--- config.mk ---
export PLATFORM = sky130hd
export DESIGN_NAME = vhe_lut
export DESIGN_NICKNAME = d
export VERILOG_FILES = /design/src/vhe_pkg.sv /design/src/vhe_div.sv /design/src/vhe_lut.sv
export SDC_FILE = /design/constraint.sdc
export NUM_CORES = 2
export LEC_CHECK = 0
export ABC_AREA = 0
export BUFFER_PORTS_ARGS = -buffer_cell sky130_fd_sc_hd__buf_2
export CAP_MARGIN = 15
export CORE_MARGIN = 4
export CORE_UTILIZATION = 45
export CTS_CLUSTER_DIAMETER = 200
export DETAILED_ROUTE_END_ITERATION = 12
export HOLD_SLACK_MARGIN = 0.03
export PLACE_DENSITY = 0.67
export SLEW_MARGIN = 20
export SYNTH_ARGS = -nofsm -noshare
export SYNTH_HDL_FRONTEND = slang
export SYNTH_SLANG_ARGS = --single-unit
--- constraint.sdc ---
create_clock -name i_clk -period 10.26 [get_ports i_clk]
set_input_delay 1.026 -clock i_clk [delete_from_list [all_inputs] [get_ports i_clk]]
set_output_delay 1.026 -clock i_clk [all_outputs]
set_load 0.02 [all_outputs]
--- src/vhe_pkg.sv ---
// Shared types, constants and a helper function of the voxel histogram equaliser.
`timescale 1ns / 1ps

package vhe_pkg;

    localparam int LEVELS     = 256;
    localparam int BIN_W      = $clog2(LEVELS);
    localparam int CNT_W      = 25;
    localparam int SPAN_W     = 9;
    localparam int LVL_W      = 8;
    localparam int PROD_W     = CNT_W + LVL_W;
    localparam int DIV_STEPS  = LVL_W;
    localparam int STEP_W     = $clog2(DIV_STEPS);

    localparam logic [CNT_W-1:0] MAX_VOXELS = CNT_W'(16777216);

    localparam logic FUNC_COUNT = 1'b0;
    localparam logic FUNC_REMAP = 1'b1;

    typedef logic [BIN_W-1:0]  t_bin;
    typedef logic [CNT_W-1:0]  t_cnt;
    typedef logic [LVL_W-1:0]  t_lvl;
    typedef logic [PROD_W-1:0] t_prod;

    typedef struct packed {
        logic count_en;
        logic clear_en;
        t_bin rd_addr;
    } t_hist_ctl;

    function automatic t_cnt sat_inc(input t_cnt v);
        t_cnt res;
        if (v >= MAX_VOXELS) begin
            res = MAX_VOXELS;
        end else begin
            res = v + CNT_W'(1);
        end
        return res;
    endfunction

endpackage

--- src/vhe_div.sv ---
// Restoring divider that yields one quotient bit per cycle for the table build.
`timescale 1ns / 1ps

module vhe_div
    import vhe_pkg::*;
(
    input  logic  i_clk,
    input  logic  i_rst_n,
    input  logic  i_start,
    input  t_prod i_dividend,
    input  t_cnt  i_divisor,
    output logic  o_done,
    output t_lvl  o_quotient
);

    t_prod              r_rem;
    t_cnt               r_div;
    t_lvl               r_q;
    logic [STEP_W-1:0]  r_step;
    logic               r_busy;
    logic               r_done;
    t_prod              shifted;
    logic               ge;

    // The quotient is known to fit in eight bits because the cumulative
    // count never exceeds the total.
    always_comb begin
        shifted = PROD_W'(r_div) << r_step;
        ge      = (r_rem >= shifted);
    end

    always_ff @(posedge i_clk) begin
        if (i_start) begin
            r_rem <= i_dividend;
            r_div <= i_divisor;
            r_q   <= '0;
        end else if (r_busy) begin
            if (ge) begin
                r_rem <= r_rem - shifted;
            end
            r_q <= {r_q[LVL_W-2:0], ge};
        end
    end

    always_ff @(posedge i_clk) begin
        if (!i_rst_n) begin
            r_busy <= 1'b0;
            r_done <= 1'b0;
            r_step <= '0;
        end else begin
            r_done <= 1'b0;
            if (i_start) begin
                r_busy <= 1'b1;
                r_step <= STEP_W'(DIV_STEPS - 1);
            end else if (r_busy) begin
                if (r_step == '0) begin
                    r_busy <= 1'b0;
                    r_done <= 1'b1;
                end else begin
                    r_step <= r_step - STEP_W'(1);
                end
            end
        end
    end

    assign o_done     = r_done;
    assign o_quotient = r_q;

endmodule

--- src/vhe_lut.sv ---
// Level table memory and the sequencer that rebuilds it from the histogram.
`timescale 1ns / 1ps

module vhe_lut
    import vhe_pkg::*;
(
    input  logic              i_clk,
    input  logic              i_rst_n,
    input  logic              i_start,
    input  logic [SPAN_W-1:0] i_span,
    input  t_cnt              i_bin_data,
    input  t_cnt              i_total,
    output logic              o_busy,
    output t_bin              o_hist_addr,
    input  t_bin              i_rd_addr,
    output t_lvl              o_rd_data
);

    typedef enum logic [2:0] {
        S_IDLE,
        S_READ,
        S_ACC,
        S_MUL,
        S_DIV
    } t_state;

    t_state      r_state;
    t_bin        r_idx;
    t_cnt        r_cum;
    t_lvl        r_span_m1;
    logic        r_built;
    t_lvl        r_mem [LEVELS];
    t_lvl        r_rd_data;
    logic [CNT_W:0] cum_sum;
    t_cnt        n_cum;
    t_lvl        n_span_m1;
    logic        div_start;
    logic        div_done;
    t_lvl        div_q;
    logic        tbl_we;
    t_lvl        tbl_wdata;

    always_comb begin
        cum_sum = {1'b0, r_cum} + {1'b0, i_bin_data};
        if (cum_sum > {1'b0, i_total}) begin
            n_cum = i_total;
        end else begin
            n_cum = cum_sum[CNT_W-1:0];
        end
        // Out-of-range spans are clamped to the legal range of two to LEVELS.
        if (i_span < SPAN_W'(2)) begin
            n_span_m1 = LVL_W'(1);
        end else if (i_span > SPAN_W'(LEVELS)) begin
            n_span_m1 = LVL_W'(LEVELS - 1);
        end else begin
            n_span_m1 = LVL_W'(i_span - SPAN_W'(1));
        end
        div_start = (r_state == S_MUL);
        tbl_we    = (r_state == S_DIV) && div_done;
        tbl_wdata = (i_total == '0) ? '0 : div_q;
    end

    vhe_div u_div (
        .i_clk      (i_clk),
        .i_rst_n    (i_rst_n),
        .i_start    (div_start),
        .i_dividend (PROD_W'(r_cum) * PROD_W'(r_span_m1)),
        .i_divisor  (i_total),
        .o_done     (div_done),
        .o_quotient (div_q)
    );

    always_ff @(posedge i_clk) begin
        r_rd_data <= r_mem[i_rd_addr];
        if (tbl_we) begin
            r_mem[r_idx] <= tbl_wdata;
        end
    end

    always_ff @(posedge i_clk) begin
        if (!i_rst_n) begin
            r_state   <= S_IDLE;
            r_built   <= 1'b0;
            r_idx     <= '0;
            r_cum     <= '0;
            r_span_m1 <= '0;
        end else begin
            case (r_state)
                S_IDLE: begin
                    if (i_start) begin
                        r_idx     <= '0;
                        r_cum     <= '0;
                        r_span_m1 <= n_span_m1;
                        r_state   <= S_READ;
                    end
                end
                S_READ: begin
                    r_state <= S_ACC;
                end
                S_ACC: begin
                    r_cum   <= n_cum;
                    r_state <= S_MUL;
                end
                S_MUL: begin
                    r_state <= S_DIV;
                end
                S_DIV: begin
                    if (div_done) begin
                        if (r_idx == BIN_W'(LEVELS - 1)) begin
                            r_built <= 1'b1;
                            r_state <= S_IDLE;
                        end else begin
                            r_idx   <= r_idx + BIN_W'(1);
                            r_state <= S_READ;
                        end
                    end
                end
                default: begin
                    r_state <= S_IDLE;
                end
            endcase
        end
    end

    assign o_busy      = (r_state != S_IDLE);
    assign o_hist_addr = r_idx;
    // Every build writes all entries, so one flag stands for the whole table.
    assign o_rd_data   = r_built ? r_rd_data : '0;

endmodule

== Yosys cells after proc, flatten, opt, wreduce, memory -nomap -nowiden ==
Memory sizes are Yosys's and may differ from the RTL's. A register that Yosys moved wholly into a read port is not among the register bits.
Index checks and enable logic that the tools add are counted.
Word-level totals
  bits in writable memories: 2048
  memories: 1
  bits in latches: 0
  bits of input ports: 70
  output and inout port bits: 17
  bits in read-only memories: 0
  word-level logic and storage cells: 78
  flip-flop bits (word level): 116
Memory list
  r_mem: depth 256, width 8, rd ports 1, clocked after Yosys merged registers in 1, write ports 1, line vhe_lut.sv:32  | t_lvl r_mem [LEVELS];
Cells by class
  equality and inequality tests: 9
  bitwise operators: 2
  $lt $le $gt $ge: 4
  reductions and logical operators: 17
  shifts and indexed selects: 1
  div/mod/pow operators: 0
  $add $sub $neg: 5
  muxes and demuxes: 27
  multiply operators: 1
Operators with widths (number)
  33-bit two-way mux: 3
  8-bit two-way mux: 7
  25-bit two-way mux: 2
  25-bit one-hot mux with 2 select lines: 1
  33-bit >= comparator: 1
  25-bit by 8-bit multiplier with 33-bit output: 1
  25-bit by 3-bit << shifter with 33-bit output: 1
  33-bit subtractor: 1
  25-bit by 25-bit adder with 26-bit output: 1
  26-bit by 25-bit greater-than comparator with 1-bit output: 1
  25-bit zero test: 1
  8-bit one-hot mux with 2 select lines: 1
  3-bit two-way mux: 5
  3-bit one-hot mux with 5 select lines: 1
  2-bit AND reduction: 5
  9-bit greater-than comparator (second input constant): 1
  9-bit by 2-bit less-than comparator with 1-bit output (second input constant): 1
  8-bit by 1-bit adder with 8-bit output (second input constant): 1
  8-bit == test (second input constant): 1
  2-bit nonzero test: 4
  8-bit by 1-bit subtractor with 8-bit output (second input constant): 1
  1-bit two-way mux: 7
  3-bit by 2-bit == test with 1-bit output (second input constant): 2
  3-bit zero test: 2
  11 further kinds: 14

== Longest topological paths before layout ==
  depth in word-level cells: 5
  mapped depth: 21
  depth with buffers taken out: 20

== Cells and area by module ==
A second synthesis with hierarchy kept.
Unflattened totals
  cell total of the unflattened synthesis: 4975
  area, all modules: 94401.8 µm²
By module, submodules not included
  vhe_lut: cells each 4430, sequential area each 62560.0 µm², area each 88984.1 µm², instances 1
  vhe_div: cells each 545, sequential area each 2001.9 µm², area each 5417.7 µm², instances 1

== Worst setup path after synthesis ==
No wires, ideal clock.
  path kind: input to register
  from: input port i_total[16]
  to: memory r_mem[0][7] (netlist name), data pin
  setup slack: 1.286 ns
  path buffers: 0
  data arrival time: 7.511 ns
  library setup time: 1.462 ns
  cell stages on the path: 4
  data required time: 8.798 ns
  path through: nor4_1 nand4_1 nor2_1 nor2b_1
Between the ends
  word-level cells in the longest chain between the ends: 2
Ends and longest elaborated chain
  from (decl): line vhe_lut.sv:12  | input t_cnt i_total,
  25-bit zero test: line vhe_lut.sv:60  | tbl_wdata = (i_total == '0) ? '0 : div_q;
  8-bit two-way mux: line vhe_lut.sv:60
  via tbl_wdata[7]: line vhe_lut.sv:41  | t_lvl tbl_wdata;
  to (decl): line vhe_lut.sv:32
The timed path passes the listed nets, and every way through them passes these cells.

== Worst setup path in the final report ==
  from: register r_span_m1[2]
  to: register u_div.r_rem[32], data pin
Between the ends
  word-level cells in the longest chain between the ends: 2
Ends and longest elaborated chain
  from (decl): line vhe_lut.sv:30  | t_lvl r_span_m1;
  from (signal assigned): line vhe_lut.sv:93  | r_span_m1 <= n_span_m1;
  25-bit by 8-bit multiplier with 33-bit output: line vhe_lut.sv:67  | .i_dividend (PROD_W'(r_cum) * PROD_W'(r_span_m1)),
  33-bit two-way mux: line vhe_div.sv:33  | if (i_start) begin
  to (signal assigned): line vhe_div.sv:34  | r_rem <= i_dividend;
  to (signal assigned): line vhe_div.sv:39  | r_rem <= r_rem - shifted;
  to (decl): line vhe_div.sv:16  | t_prod r_rem;
No other way between the ends.
A chain may end at the register's enable or synchronous reset.

==> reports/qor.csv <==
metric;value;unit
Mapped Nets;5232;
number of global-route vias before repair;48066;
critical path startpoint category;flop;
Sw Ratio;23.1;%
peak supply drop;0.000216;V
Post-synth EDFFs;2106;
Clock Pin Slew Worst Setup and Hold Paths;0.06;ns
global route overflow;0;
skew final;0.0531;ns
FMAX;0.159;GHz
RSZ-0062 raised after global routing;no;
Initial Util;45.3;%
PwrDens;184;nW/um^2
Post-CTS Setup Bufs;0;
sequential share of the synthesized area;68.7;%
crit path capture;u_div.r_rem[32];
synthesized area per cell;19.2;sq um
die area;216000;sq um
Least-Margin Pin Slew;1.17;ns
max_slew headroom;22.1;%
Setup-failing EPs final;0;
synth unique cells;73;
Port Buffers;86;
placer congestion estimate;0.868;
R2R setup slack;3.99;ns
Hold Buf Count CTS;0;
via count;47557;
Post-Syn Area;93900;sq um
Synth Flop Type;edfxtp_1;
Min-Delay Path Class;in -> reg;
Filler Cell Count;16593;
Yosys top cell area share;67.3;%
final-report max-slew violation count;0;
# IOs;87;
first-pass GRT wire length;333000;um
DRT Wirelength;224000;um
clock group share of total power;39.9;%
Post-CTS Resized;0;
GRT Util Overall;20.8;%
CTS Buffer Depth;3;
Syn Inst Count;4880;
initial antenna violation count;5;
Crit Path Class;reg -> reg;
H-tree Lvls;4;
initial drt markers;5463;
drt wl/cell;28.1;um
Sinks on Clock Net;2172;
#FFs+latches synth;2172;
TritonCTS clock tree;done;
fin crit share;61.1;%
Reg2Reg Capture Point;u_div.r_rem[32];
Synth area leaders;edfxtp_1 (67%), mux4_2 (17%), fa_1 (3.0%);
dpl hpwl;138000;um
DRT Pass-1 Iters;8;
Setup crit start;r_span_m1[2];
CTS root buffer;clkbuf_16;
Final min period;6.27;ns
TNS Setup;0;ns
Die Span X;465;um
internal power component;14.8;mW
DRC;0;
Comb pwr share;7.6;%
core area;207000;sq um
Rows;167;
Psw;4.45;mW
outcome;finished, final reports clean;
crit end category;flop;
nets;5358;
Yosys top cell by area;edfxtp_1;
Syn. warnings;0;
CP arrival;6.83;ns
layout cells sized above 1;22.8;%
Util after Layout;50.4;%
Die Span Y;465;um
clk_lat worst skew;0.85;ns
antenna viol nets, final;0;
total CTS buffers;212;
Worst Path Required;10.82;ns
hold slack;0.433;ns
ys async rst share;0;%
Worst Reg-to-Reg Cells;18;
Vias/cell;5.96;
largest net degree at the start of global routing;229;
CP max FO;26;
Max-cap violations;0;
Fin. Hold Viols;0;
area grow syn2layout;11.2;%
share of power burned in registers;52.5;%
leakage;33.9;nW
Reg-to-Reg Start;r_span_m1[2];
how the worst min path moves through the flow:
| stage | start | endpoint | slack [ns] | cells past startpoint |
|---|---|---|---|---|
| after global routing | i_total[4] | u_div.r_div[4] | 0.39 | 1 |
| final | i_total[4] | u_div.r_div[4] | 0.43 | 1 |
| after CTS | i_total[4] | u_div.r_div[4] | 0.37 | 1 |
| after floorplan | u_div.o_quotient[7] | u_div.o_quotient[7] | 0.45 | 2 |
| after detailed placement | u_div.o_quotient[7] | u_div.o_quotient[7] | 0.50 | 2 |
| after global placement | u_div.o_quotient[7] | u_div.o_quotient[7] | 0.48 | 2 |
power by group through the flow:
stage | Sequential [mW] | Clock, mW | Combinational, mW
floorplan | 10.3 | 0 | 0.954
global placement | 10.3 | 0 | 1.43
detailed placement | 10.3 | 0 | 1.48
CTS | 10.1 | 7.80 | 1.48
global route | 10.1 | 8.20 | 1.59
finish | 10.1 | 7.68 | 1.46
placed cells by master (no fill, tap or decap), drive strengths merged, types with 45 or more instances in the layout:
cell type / count
nor2: 340
fa: 140
inv: 190
and2: 173
dfxtp: 66
ha: 142
buf: 152
clkinv: 101
o21ai: 89
mux4: 698
edfxtp: 2106
clkbuf: 253
a21oi: 96
nand2: 158
mux2i: 58
xnor2: 45
per-layer routing:
layer  track usage [%]  routed length [um]
met1              30.2               92300
met2              32.9              108000
met5                 0                   9
met3              3.65               17500
met4              5.52                5760
cell families (layout without fill, tap and decap cells):
logic type | count (synthesis) | count (layout) | share of synthesized area [%]
flops | 2172 | 2172 | 68.7
xor+xnor | 82 | 82 | 0.765
other cells | 0 | 2 | 0
compound gates | 339 | 339 | 2.33
simple gates | 831 | 831 | 4.15
mux | 758 | 758 | 17.4
buf+inv | 416 | 724 | 1.74
fa+ha+maj | 282 | 282 | 4.88
worst max-delay path, stage by stage, from the launching register on:
cell and delay [ns]:
dfxtp_1 0.91, and2_1 0.26, fa_1 0.43, fa_1 0.53, fa_1 0.50, inv_1 0.05
fa_1 0.47, inv_1 0.04, ha_1 0.37, a21oi_1 0.31, a21boi_0 0.19, o311ai_1 0.34
nand3_1 0.22, o31ai_2 0.38, nor3_1 0.12, o31a_1 0.31, o21a_1 0.20, nor4_1 0.27
a2111oi_1 0.10
registers in the layout, indices dropped and copies added (netlist names):
register / flops
u_div.r_step: 3
r_mem: 2048
u_div.r_busy: 1
o_hist_addr: 8
r_built: 1
r_rd_data: 8
u_div.o_quotient: 8
r_state: 3
u_div.o_done: 1
u_div.r_div: 25
r_span_m1: 8
r_cum: 25
u_div.r_rem: 33
cell usage after synthesis (5+ instances only):
master        n
edfxtp_1   2106
mux4_2      698
nor2_1      340
inv_1       175
and2_1      173
clkbuf_1    158
nand2_1     158
ha_1        142
fa_1        140
a21oi_1      96
o21ai_0      68
dfxtp_1      66
mux2i_1      58
buf_2        55
xnor2_1      45
xor2_1       37
a21o_1       36
nand3_1      30
nor3_1       28
nor2b_1      27
buf_1        26
nand4_1      22
o21ai_1      21
nand2b_1     18
o21a_1       18
a211oi_1     17
nor4_1       10
o31ai_1      10
a31oi_1       8
a22oi_1       7
and3_1        6
o21bai_1      6
or3_1         6
a2111oi_0     5
o211ai_1      5
o31a_1        5
cell type report:
class,instances,area [sq um],share of cell area (%)
sequential,2172,64600,61.8
multi-input combinational,2292,27800,26.6
clock buffer,253,5470,5.24
tap,2788,3490,3.34
clock inverter,143,1380,1.32
timing repair buffer,152,1080,1.03
inverter,176,661,0.633
antenna,2,5.00,0.00479
stage by stage:
| stage | total power [mW] | instances | worst slack (ns) | area [sq um] |
|---|---|---|---|---|
| detailed placement | 11.8 | 7580 | 4.01 | 97600 |
| CTS | 19.4 | 7976 | 4.02 | 104000 |
| global placement | 11.7 | 7580 | 4.17 | 97600 |
| global route | 19.9 | 7977 | 3.52 | 104000 |
| floorplan | 11.3 | 4880 | 1.29 | 93900 |
| finish | 19.2 | 7978 | 3.99 | 104000 |
Power figures use the tool's default switching activity.
